File: config.mk
export PLATFORM = sky130hd
export DESIGN_NAME = seven_segment_two_wire_writer
export DESIGN_NICKNAME = d
export VERILOG_FILES = /design/src/design/sstw_pkg.sv /design/src/design/sstw_step.sv /design/src/design/seven_segment_two_wire_writer.sv
export SDC_FILE = /design/constraint.sdc
export NUM_CORES = 1
export LEC_CHECK = 0
export ABC_AREA = 1
export BUFFER_PORTS_ARGS = -buffer_cell sky130_fd_sc_hd__buf_2
export CORE_MARGIN = 5
export CORE_UTILIZATION = 56
export CTS_CLUSTER_DIAMETER = 100
export DETAILED_ROUTE_END_ITERATION = 7
export GPL_ROUTABILITY_DRIVEN = 0
export PLACE_DENSITY = 0.75
export SLEW_MARGIN = 40
export SYNTH_ARGS = -nofsm -noshare
export SYNTH_HDL_FRONTEND = slang
export SYNTH_SLANG_ARGS = --single-unit
File: constraint.sdc
create_clock -name i_clk -period 9.24 [get_ports i_clk]
set_input_delay 1.848 -clock i_clk [delete_from_list [all_inputs] [get_ports i_clk]]
set_output_delay 1.848 -clock i_clk [all_outputs]
set_load 0.05 [all_outputs]
File: src/design/sstw_pkg.sv
// Types, constants and functions shared by the two-wire display writer.
package sstw_pkg;

    localparam int ADDR_W    = 8;
    localparam int SEG_W     = 8;
    localparam int DIGIT_W   = 4;
    localparam int PHASE_W   = 7;
    localparam int CFG_IDX_W = 1;
    localparam int CFG_W     = 8;

    // Request codes.
    localparam logic REQ_TICK  = 1'b0;
    localparam logic REQ_WRITE = 1'b1;

    // Configuration register indexes.
    localparam logic [CFG_IDX_W-1:0] CFG_FIXED_CMD = 1'b0;
    localparam logic [CFG_IDX_W-1:0] CFG_DISP_CMD  = 1'b1;

    localparam logic [CFG_W-1:0] FIXED_CMD_RESET = 8'h44;
    localparam logic [CFG_W-1:0] DISP_CMD_RESET  = 8'h8F;

    localparam logic [PHASE_W-1:0] PHASE_IDLE  = 7'd0;
    localparam logic [PHASE_W-1:0] PHASE_FIRST = 7'd1;
    localparam logic [PHASE_W-1:0] PHASE_LAST  = 7'd126;

    localparam logic [SEG_W-1:0] SEG_BLANK = 8'h00;

    // Pin levels driven towards the display.
    typedef struct packed {
        logic clk;
        logic dio;
        logic drive;
    } t_pins;

    localparam t_pins PINS_IDLE = '{clk: 1'b1, dio: 1'b1, drive: 1'b1};

    function automatic logic [SEG_W-1:0] seg_code(input logic [DIGIT_W-1:0] digit);
        logic [SEG_W-1:0] code;
        case (digit)
            4'd0:    code = 8'h3F;
            4'd1:    code = 8'h06;
            4'd2:    code = 8'h5B;
            4'd3:    code = 8'h4F;
            4'd4:    code = 8'h66;
            4'd5:    code = 8'h6D;
            4'd6:    code = 8'h7D;
            4'd7:    code = 8'h07;
            4'd8:    code = 8'h7F;
            4'd9:    code = 8'h6F;
            default: code = SEG_BLANK;
        endcase
        return code;
    endfunction

endpackage

File: src/design/sstw_step.sv
// Pin phase decoder: works out the pin levels after one phase of the write sequence.
module sstw_step
    import sstw_pkg::*;
(
    input  logic [PHASE_W-1:0] i_phase,
    input  logic [CFG_W-1:0]   i_fixed_cmd,
    input  logic [CFG_W-1:0]   i_disp_cmd,
    input  logic [ADDR_W-1:0]  i_addr,
    input  logic [SEG_W-1:0]   i_seg,
    input  t_pins              i_pins,
    output t_pins              o_pins
);

    logic [PHASE_W-1:0] k;
    logic [5:0]         offset;
    logic               two_bytes;
    logic [7:0]         byte0;
    logic [7:0]         byte1;
    logic [5:0]         region;
    logic [5:0]         r0;
    logic [5:0]         stop_step;
    logic [4:0]         r;
    logic [7:0]         value;
    logic [2:0]         bit_idx;
    logic [1:0]         sub;

    always_comb begin
        k = i_phase - PHASE_FIRST;

        // Three transfers: 33 phases, 60 phases, 33 phases.
        if (k < 7'd33) begin
            offset    = k[5:0];
            two_bytes = 1'b0;
            byte0     = i_fixed_cmd;
        end else if (k < 7'd93) begin
            offset    = 6'(k - 7'd33);
            two_bytes = 1'b1;
            byte0     = i_addr;
        end else begin
            offset    = 6'(k - 7'd93);
            two_bytes = 1'b0;
            byte0     = i_disp_cmd;
        end
        byte1 = i_seg;

        region    = two_bytes ? 6'd54 : 6'd27;
        r0        = offset - 6'd3;
        stop_step = r0 - region;

        if (r0 >= 6'd27) begin
            r     = 5'(r0 - 6'd27);
            value = byte1;
        end else begin
            r     = r0[4:0];
            value = byte0;
        end

        // Each data bit takes three phases; split the offset into bit and sub-phase.
        bit_idx = 3'd0;
        sub     = r[1:0];
        for (int j = 0; j < 8; j++) begin
            if (r >= 5'(3 * j)) begin
                bit_idx = 3'(j);
                sub     = 2'(r - 5'(3 * j));
            end
        end

        o_pins = i_pins;
        if (offset < 6'd3) begin
            // Start condition.
            case (offset[1:0])
                2'd0: begin
                    o_pins.clk = 1'b1;
                    o_pins.dio = 1'b1;
                end
                2'd1:    o_pins.dio = 1'b0;
                default: o_pins.clk = 1'b0;
            endcase
        end else if (r0 < region) begin
            if (r < 5'd24) begin
                case (sub)
                    2'd0:    o_pins.clk = 1'b0;
                    2'd1:    o_pins.dio = value[bit_idx];
                    default: o_pins.clk = 1'b1;
                endcase
            end else if (r == 5'd24) begin
                // Acknowledge clock: data released, never sampled.
                o_pins.clk   = 1'b0;
                o_pins.drive = 1'b0;
            end else if (r == 5'd25) begin
                o_pins.clk = 1'b1;
            end else begin
                o_pins.clk   = 1'b0;
                o_pins.drive = 1'b1;
            end
        end else begin
            // Stop condition.
            case (stop_step[1:0])
                2'd0: begin
                    o_pins.clk = 1'b0;
                    o_pins.dio = 1'b0;
                end
                2'd1:    o_pins.clk = 1'b1;
                default: o_pins.dio = 1'b1;
            endcase
        end
    end

endmodule

File: src/design/seven_segment_two_wire_writer.sv
// Two-wire seven-segment display writer: one transfer in gives one pin-phase result out.
// A transfer is held in an input register, then the state update goes into the result
// register. One item is taken every cycle unless the result side stalls; the rate is
// set by the phase decode and state update between those registers.
// Synchronous active-low reset empties both registers, returns to idle with all pins
// high and driven, and loads the command registers with 0x44 and 0x8F.
module seven_segment_two_wire_writer
    import sstw_pkg::*;
(
    input  logic                 i_clk,
    input  logic                 i_rst_n,
    input  logic                 i_cfg_we,
    input  logic [CFG_IDX_W-1:0] i_cfg_index,
    input  logic [CFG_W-1:0]     i_cfg_data,
    input  logic                 i_in_valid,
    output logic                 o_in_stall,
    input  logic                 i_req_type,
    input  logic [ADDR_W-1:0]    i_grid_address,
    input  logic [DIGIT_W-1:0]   i_digit,
    output logic                 o_out_valid,
    input  logic                 i_out_stall,
    output logic                 o_clk_level,
    output logic                 o_dio_level,
    output logic                 o_dio_drive,
    output logic                 o_busy_res,
    output logic                 o_rejected
);

    logic                 r_in_valid;
    logic                 r_in_req;
    logic [ADDR_W-1:0]    r_in_addr;
    logic [DIGIT_W-1:0]   r_in_digit;

    logic [CFG_W-1:0]     r_fixed_cmd;
    logic [CFG_W-1:0]     r_disp_cmd;
    logic [PHASE_W-1:0]   r_phase;
    logic [ADDR_W-1:0]    r_addr;
    logic [SEG_W-1:0]     r_seg;
    t_pins                r_pins;

    logic                 r_out_valid;
    logic                 r_out_busy;
    logic                 r_out_rej;
    t_pins                r_out_pins;

    logic [PHASE_W-1:0]   n_phase;
    logic [ADDR_W-1:0]    n_addr;
    logic [SEG_W-1:0]     n_seg;
    t_pins                n_pins;
    logic                 n_rej;

    t_pins                step_pins;
    logic                 advance;
    logic                 process;
    logic                 in_take;

    // The result register frees up when it is empty or its transfer completes.
    assign advance    = !r_out_valid || !i_out_stall;
    assign process    = r_in_valid && advance;
    assign o_in_stall = r_in_valid && !advance;
    assign in_take    = i_in_valid && !o_in_stall;

    sstw_step u_step (
        .i_phase     (r_phase),
        .i_fixed_cmd (r_fixed_cmd),
        .i_disp_cmd  (r_disp_cmd),
        .i_addr      (r_addr),
        .i_seg       (r_seg),
        .i_pins      (r_pins),
        .o_pins      (step_pins)
    );

    always_comb begin
        n_phase = r_phase;
        n_addr  = r_addr;
        n_seg   = r_seg;
        n_pins  = r_pins;
        n_rej   = 1'b0;
        if (r_in_req == REQ_WRITE) begin
            if (r_phase != PHASE_IDLE) begin
                n_rej = 1'b1;
            end else begin
                n_addr  = r_in_addr;
                n_seg   = seg_code(r_in_digit);
                n_phase = PHASE_FIRST;
            end
        end else if (r_phase != PHASE_IDLE && r_phase <= PHASE_LAST) begin
            n_pins  = step_pins;
            n_phase = (r_phase == PHASE_LAST) ? PHASE_IDLE : r_phase + 7'd1;
        end else begin
            n_phase = PHASE_IDLE;
        end
    end

    always_ff @(posedge i_clk) begin
        if (!i_rst_n) begin
            r_in_valid  <= 1'b0;
            r_out_valid <= 1'b0;
            r_fixed_cmd <= FIXED_CMD_RESET;
            r_disp_cmd  <= DISP_CMD_RESET;
            r_phase     <= PHASE_IDLE;
            r_addr      <= '0;
            r_seg       <= '0;
            r_pins      <= PINS_IDLE;
        end else begin
            if (in_take) begin
                r_in_valid <= 1'b1;
            end else if (advance) begin
                r_in_valid <= 1'b0;
            end

            if (process) begin
                r_out_valid <= 1'b1;
                r_phase     <= n_phase;
                r_addr      <= n_addr;
                r_seg       <= n_seg;
                r_pins      <= n_pins;
            end else if (!i_out_stall) begin
                r_out_valid <= 1'b0;
            end

            if (i_cfg_we) begin
                case (i_cfg_index)
                    CFG_FIXED_CMD: r_fixed_cmd <= i_cfg_data;
                    CFG_DISP_CMD:  r_disp_cmd  <= i_cfg_data;
                    default: ;
                endcase
            end
        end
    end

    always_ff @(posedge i_clk) begin
        if (in_take) begin
            r_in_req   <= i_req_type;
            r_in_addr  <= i_grid_address;
            r_in_digit <= i_digit;
        end
        if (process) begin
            r_out_pins <= n_pins;
            r_out_busy <= (n_phase != PHASE_IDLE);
            r_out_rej  <= n_rej;
        end
    end

    assign o_out_valid = r_out_valid;
    assign o_clk_level = r_out_pins.clk;
    assign o_dio_level = r_out_pins.dio;
    assign o_dio_drive = r_out_pins.drive;
    assign o_busy_res  = r_out_busy;
    assign o_rejected  = r_out_rej;

endmodule

* After elaboration in Yosys (flattened, before gate mapping)
Memories as Yosys holds them, arrays and structs flattened. A register that Yosys moved wholly into a read port is not among the register bits. Cells that the tools add are included.
Operators by class: add/sub/neg operators 14, magnitude comparators 15, equal/unequal tests 7, multiplexer cells 53, bitwise gates (word level) 2, reduce and logical (&&, ||, !) cells 19
Operators by type and width (number):
- $mux W7 | 4
- $mux W8 | 3
- $mux W2 | 11
- $mux W1 | 19
- $mux W3 | 6
- $mux W6 | 3
- $ge A5 B4 Y1 const B | 3
- $reduce_bool A7 Y1 | 2
- $eq A5 B5 Y1 const B | 2
- $ge A5 B5 Y1 const B | 2
- $pmux W1 S2 | 5
- $sub A2 B2 Y2 const B | 4
- $add A7 B1 Y7 const B | 1
- $eq A7 B7 Y1 const B | 1
- $le A7 B7 Y1 const B | 1
- $lt A7 B6 Y1 const B | 1
- $lt A7 B7 Y1 const B | 1
- $sub A7 B1 Y7 const B | 1
- $eq A2 B1 Y1 const B | 3
- $ge A6 B5 Y1 const B | 1
- $logic_not A2 Y1 | 3
- $lt A6 B2 Y1 const B | 1
- $lt A6 B6 Y1 | 1
- $sub A2 B1 Y2 const B | 3
- 19 further kinds | 28
Word-level totals: flip-flop bits (word level) 62, bits in read-only memories 112, input bits 27, output and inout port bits 7, word-level logic and storage cells 129, memories kept 1
Memories:
- (name not given) | words 16, width 7, rd ports 1, clocked after Yosys merged registers in 1, write ports 0, RTL line sstw_pkg.sv:39 | case (digit)

* Depth between registers and ports, before layout
word-level depth 23, gate-level depth with buffers 45, gate-level depth less buffers 44

* Hierarchy
From an unflattened synthesis, not the netlist that was laid out.
Second synthesis, totals: cells, all modules 685, area, all modules 4570.6 um^2
Modules (own cells, without submodules):
- seven_segment_two_wire_writer | instances 1, cells an instance 328, area each 2703.8 um^2, sequential area each 1401.3 um^2
- sstw_step | instances 1, cells an instance 357, area each 1866.8 um^2, sequential area each 0.0 um^2

* Worst setup path after synthesis
Ideal clock, no wire load.
path type register -> register, start point register r_phase[0], end point register r_out_pins (netlist bit o_dio_level) (data pin), setup time 0.254 ns, data arrival time 4.537 ns, required time 8.986 ns, path slack 4.449 ns, stages on the path, launching flop included 41, buffers on the path 1, clock period less this slack 4.791 ns, cell sequence dfxtp_1 inv_2 ha_1 nand2_1 a21boi_0 nand3_1 nand2_1 nand2_1 clkbuf_1 ha_1 a21oi_1 inv_1 nor2_1 a21oi_1 nand2_1 nand2_1 nand2_1 inv_1 (+5 left out) inv_1 ha_1 nor2_1 nand2_1 nand2_1 nand2_1 nand2_1 nand2_2 nand2_4 nand3_1 nand2_2 nand2_1 nor2_1 nand3_1 nand2_1 nand2_1 nand2_1 nand2_2
RTL lines:
- start, declared | RTL line seven_segment_two_wire_writer.sv:36 | logic [PHASE_W-1:0] r_phase;
- start signal, assigned | RTL line seven_segment_two_wire_writer.sv:114 | r_phase <= n_phase;
- end signal, assigned | RTL line seven_segment_two_wire_writer.sv:139 | r_out_pins <= n_pins;
- end, declared | RTL line seven_segment_two_wire_writer.sv:44 | t_pins r_out_pins;

==> flow_summary.toml <==
[synth]
netlist.area_leader.share = 0.205
cell_types_with_the_largest_area_share_after_synthesis = "sky130_fd_sc_hd__dfxtp_1 20%, sky130_fd_sc_hd__nand2_1 13%, sky130_fd_sc_hd__edfxtp_1 13%, sky130_fd_sc_hd__nand3_1 8.1%, sky130_fd_sc_hd__o21ai_0 6.9%"
syn-instance-count = 610
yosysSeqAreaShare = 0.333
yosysWarnings = 0
synth_seq_cells = 61
syn-mean-instance-area_um2 = 6.90
synth_top_area_cell = "sky130_fd_sc_hd__dfxtp_1"
mappedNetlistNets = 659
syn-cell-area_um2 = 4210
ys_types = 40

[detailed_routing]
wl_per_cell_um = 13.2
drc = 0
detailedRoute.firstIterationViolations = 296
post_drt_via_cell_ratio = 5.43
total_length_of_routed_wires_mm = 9.86
drt_first_pass_iters = 5
detailroute.via_count = 4046
drtAntennaViolNets = 0

[timing]
timing.clock.skew_ns = 0.0128
period_needed_ns = 5.79
hold_viol_final = 0
setup-violations-final = 0
timing.max_slew.rel_slack = 0.615
fin_hold_ws_ns = 0.470
fin_max_slew_vios = 0
fin_tns_setup_ns = 0
clock.fmax_ghz = 0.173
finalCritPeriodShare = 0.627
finalWorstSetupSlack_ns = 3.45
worst_slew_pin_tran_ns = 0.577
setup_repair_after_global_routing_missed_its_margin = "false"

[critical_path]
critPathCaptureType = "flop"
cp_max_fo = 21
reg2reg_depth = 39
cp-start-kind = "flop"
worst_path_max_delay_cell = "sky130_fd_sc_hd__dfxtp_1"
cpMostUsedCell = "sky130_fd_sc_hd__nand2_1"
startpoint_of_the_lowest_slack_register_to_register_path = "r_phase[0]"
critPathKind = "reg2reg"
cp.required_ns = 9.33
timing.critical_path.slowest_cell_delay_ns = 0.50
regToRegEndpoint = "o_dio_level"
ff2ff_setup_slack_ns = 3.45
timing.critical_path.arrival_ns = 5.88

[floorplan]
initial_core_utilization = 0.577
placeable_core_region_um2 = 7290
boundaryPins = 34
die-width_um = 96.7
dieHeight_um = 96.7
fp-row-count = 31
dieArea_um2 = 9350

[clock_network]
postCtsSetupRepairBufs = 0
cts_buffer_depth = 2
cts_hold_buffers = 0
number_of_h_tree_levels = 3
clk_latency_ns = 0.34
cts.sinks = 61
clkTransAtPathRegs_ns = 0.07
cts_tree = "built"
cts_root_buf = "sky130_fd_sc_hd__clkbuf_8"
postCtsResizedCells = 0
cts_made_buffers = 9

[final_layout]
mostFrequentLayoutCell = "sky130_fd_sc_hd__nand2_1"
layout-drive-gt1-share = 0.153
area_of_all_placed_cells_without_fillers_um2 = 4620
area.growth.synth_to_final_pct = 9.73
num_antenna_cells = 0
layout.nets = 690
layout.cells.most_common_list = "149 x sky130_fd_sc_hd__nand2_1, 68 x sky130_fd_sc_hd__nand3_1, 63 x sky130_fd_sc_hd__inv_1"

[hold_path]
min_delay_worst_endpoint = "r_fixed_cmd[6]"
holdCritStartpoint = "r_fixed_cmd[6]"
hold_path_depth = 2
hp-class = "reg2reg"

[global_routing]
global_route.usage.total = 0.215
number_of_antenna_violations_at_the_first_check_in_global_routing = 0
first_global_vias = 3752
grt_pass1_wl_mm = 17.0
pin_count_of_the_biggest_net_entering_global_routing = 32
grt-ovfl-total = 0

[place]
buffer_ports.inserted = 33
dp_worst_setup_slack_ns = 3.59
hpwlAfterDp_mm = 7.52
post_dp_area_um2 = 4440

[pwr]
power_density_nw_per_um2 = 340
irDropWorstVdd_mv = 0.169
power.leakage_uw = 0.00221

[job]
cap_violations = 0

[status]
run_status = "completed"
## through the flow
| stage | std cells | util | total power (uW) |
|---|---|---|---|
| detailed placement | 729 | 0.609 | 1340 |
| global placement | 729 | 0.609 | 1310 |
| global route | 745 | 0.633 | 1730 |
| CTS | 745 | 0.632 | 1550 |
| finish | 745 | 0.633 | 1570 |
| floorplan | 610 | - | 1170 |
## synth_stat cells (all sizes together)
cell,number
ha,22
nor2,57
a31oi,3
a21boi,1
a21oi,30
inv,70
buf,4
or2,1
nand3,68
a21o,1
clkbuf,12
a211oi,1
nand4,4
edfxtp,18
xnor2,3
o211ai,2
nor3,5
o22ai,5
xor2,8
o21ai,63
clkinv,2
a311oi,1
nand3b,1
nor4,11
nand2,174
dfxtp,43
## report_power, final
group | leakage (uW) | internal, uW | total (uW) | switching [uW]
clock | 0.0000867 | 104 | 211 | 107
combinational | 0.00160 | 339 | 1050 | 711
sequential | 0.000525 | 295 | 308 | 12.6
total | 0.00221 | 738 | 1570 | 831
## how the worst max path moves through the flow
| stage | from | to | slack [ns] |
|---|---|---|---|
| 6_report | r_phase[0] | o_dio_level | 3.45 |
| 5_1_grt | r_phase[0] | o_dio_level | 2.76 |
| 4_1_cts | r_phase[0] | o_dio_level | 3.58 |
| 3_5_place_dp | r_phase[0] | o_dio_level | 3.59 |
| 3_3_place_gp | r_phase[0] | o_dio_level | 3.90 |
| 2_1_floorplan | r_phase[0] | o_dio_level | 4.45 |
## logic make-up (layout without fill, tap and decap cells)
logic type / after synthesis / in the layout / synth area share
DFF: 61 / 61 / 0.333
AOI/OAI and AO/OA: 107 / 107 / 0.142
xor gates and xnor gates: 11 / 11 / 0.0274
adders and majority gates: 22 / 22 / 0.0654
and+or+nand+nor: 321 / 321 / 0.349
buffers and inverters: 88 / 124 / 0.0827
## worst max-delay path, delay by kind of cell, from the launching register on
kind | cells | cell delay (ns)
simple gates | 29 | 3.05
buf+inv | 4 | 0.43
fa+ha+maj | 3 | 1.00
flops | 1 | 0.50
compound gates | 3 | 0.53
## state kept, by name (all words and copies together), names as in the netlist
signal	flops
r_fixed_cmd	8
o_rejected	1
o_dio_level	1
r_in_digit	4
o_busy_res	1
r_addr	8
o_dio_drive	1
r_pins	3
r_in_addr	8
r_in_req	1
r_phase	7
o_clk_level	1
r_seg	7
o_out_valid	1
r_disp_cmd	8
r_in_valid	1
## cell type report
class                           instances  area, um^2
Fill cell                             692        2680
Multi-Input combinational cell        461        2460
Sequential cell                        61        1400
Inverter                               72         270
Timing Repair Buffer                   36         188
Clock buffer                           12         145
Tap cell                               99         124
Clock inverter                          4        23.8
## layer usage
layer,wire [um],global-route usage
met4,212,0.0691
met2,4480,0.354
met3,550,0.0489
met1,4610,0.280
met5,0,0
(Power assumes the default switching activity.)
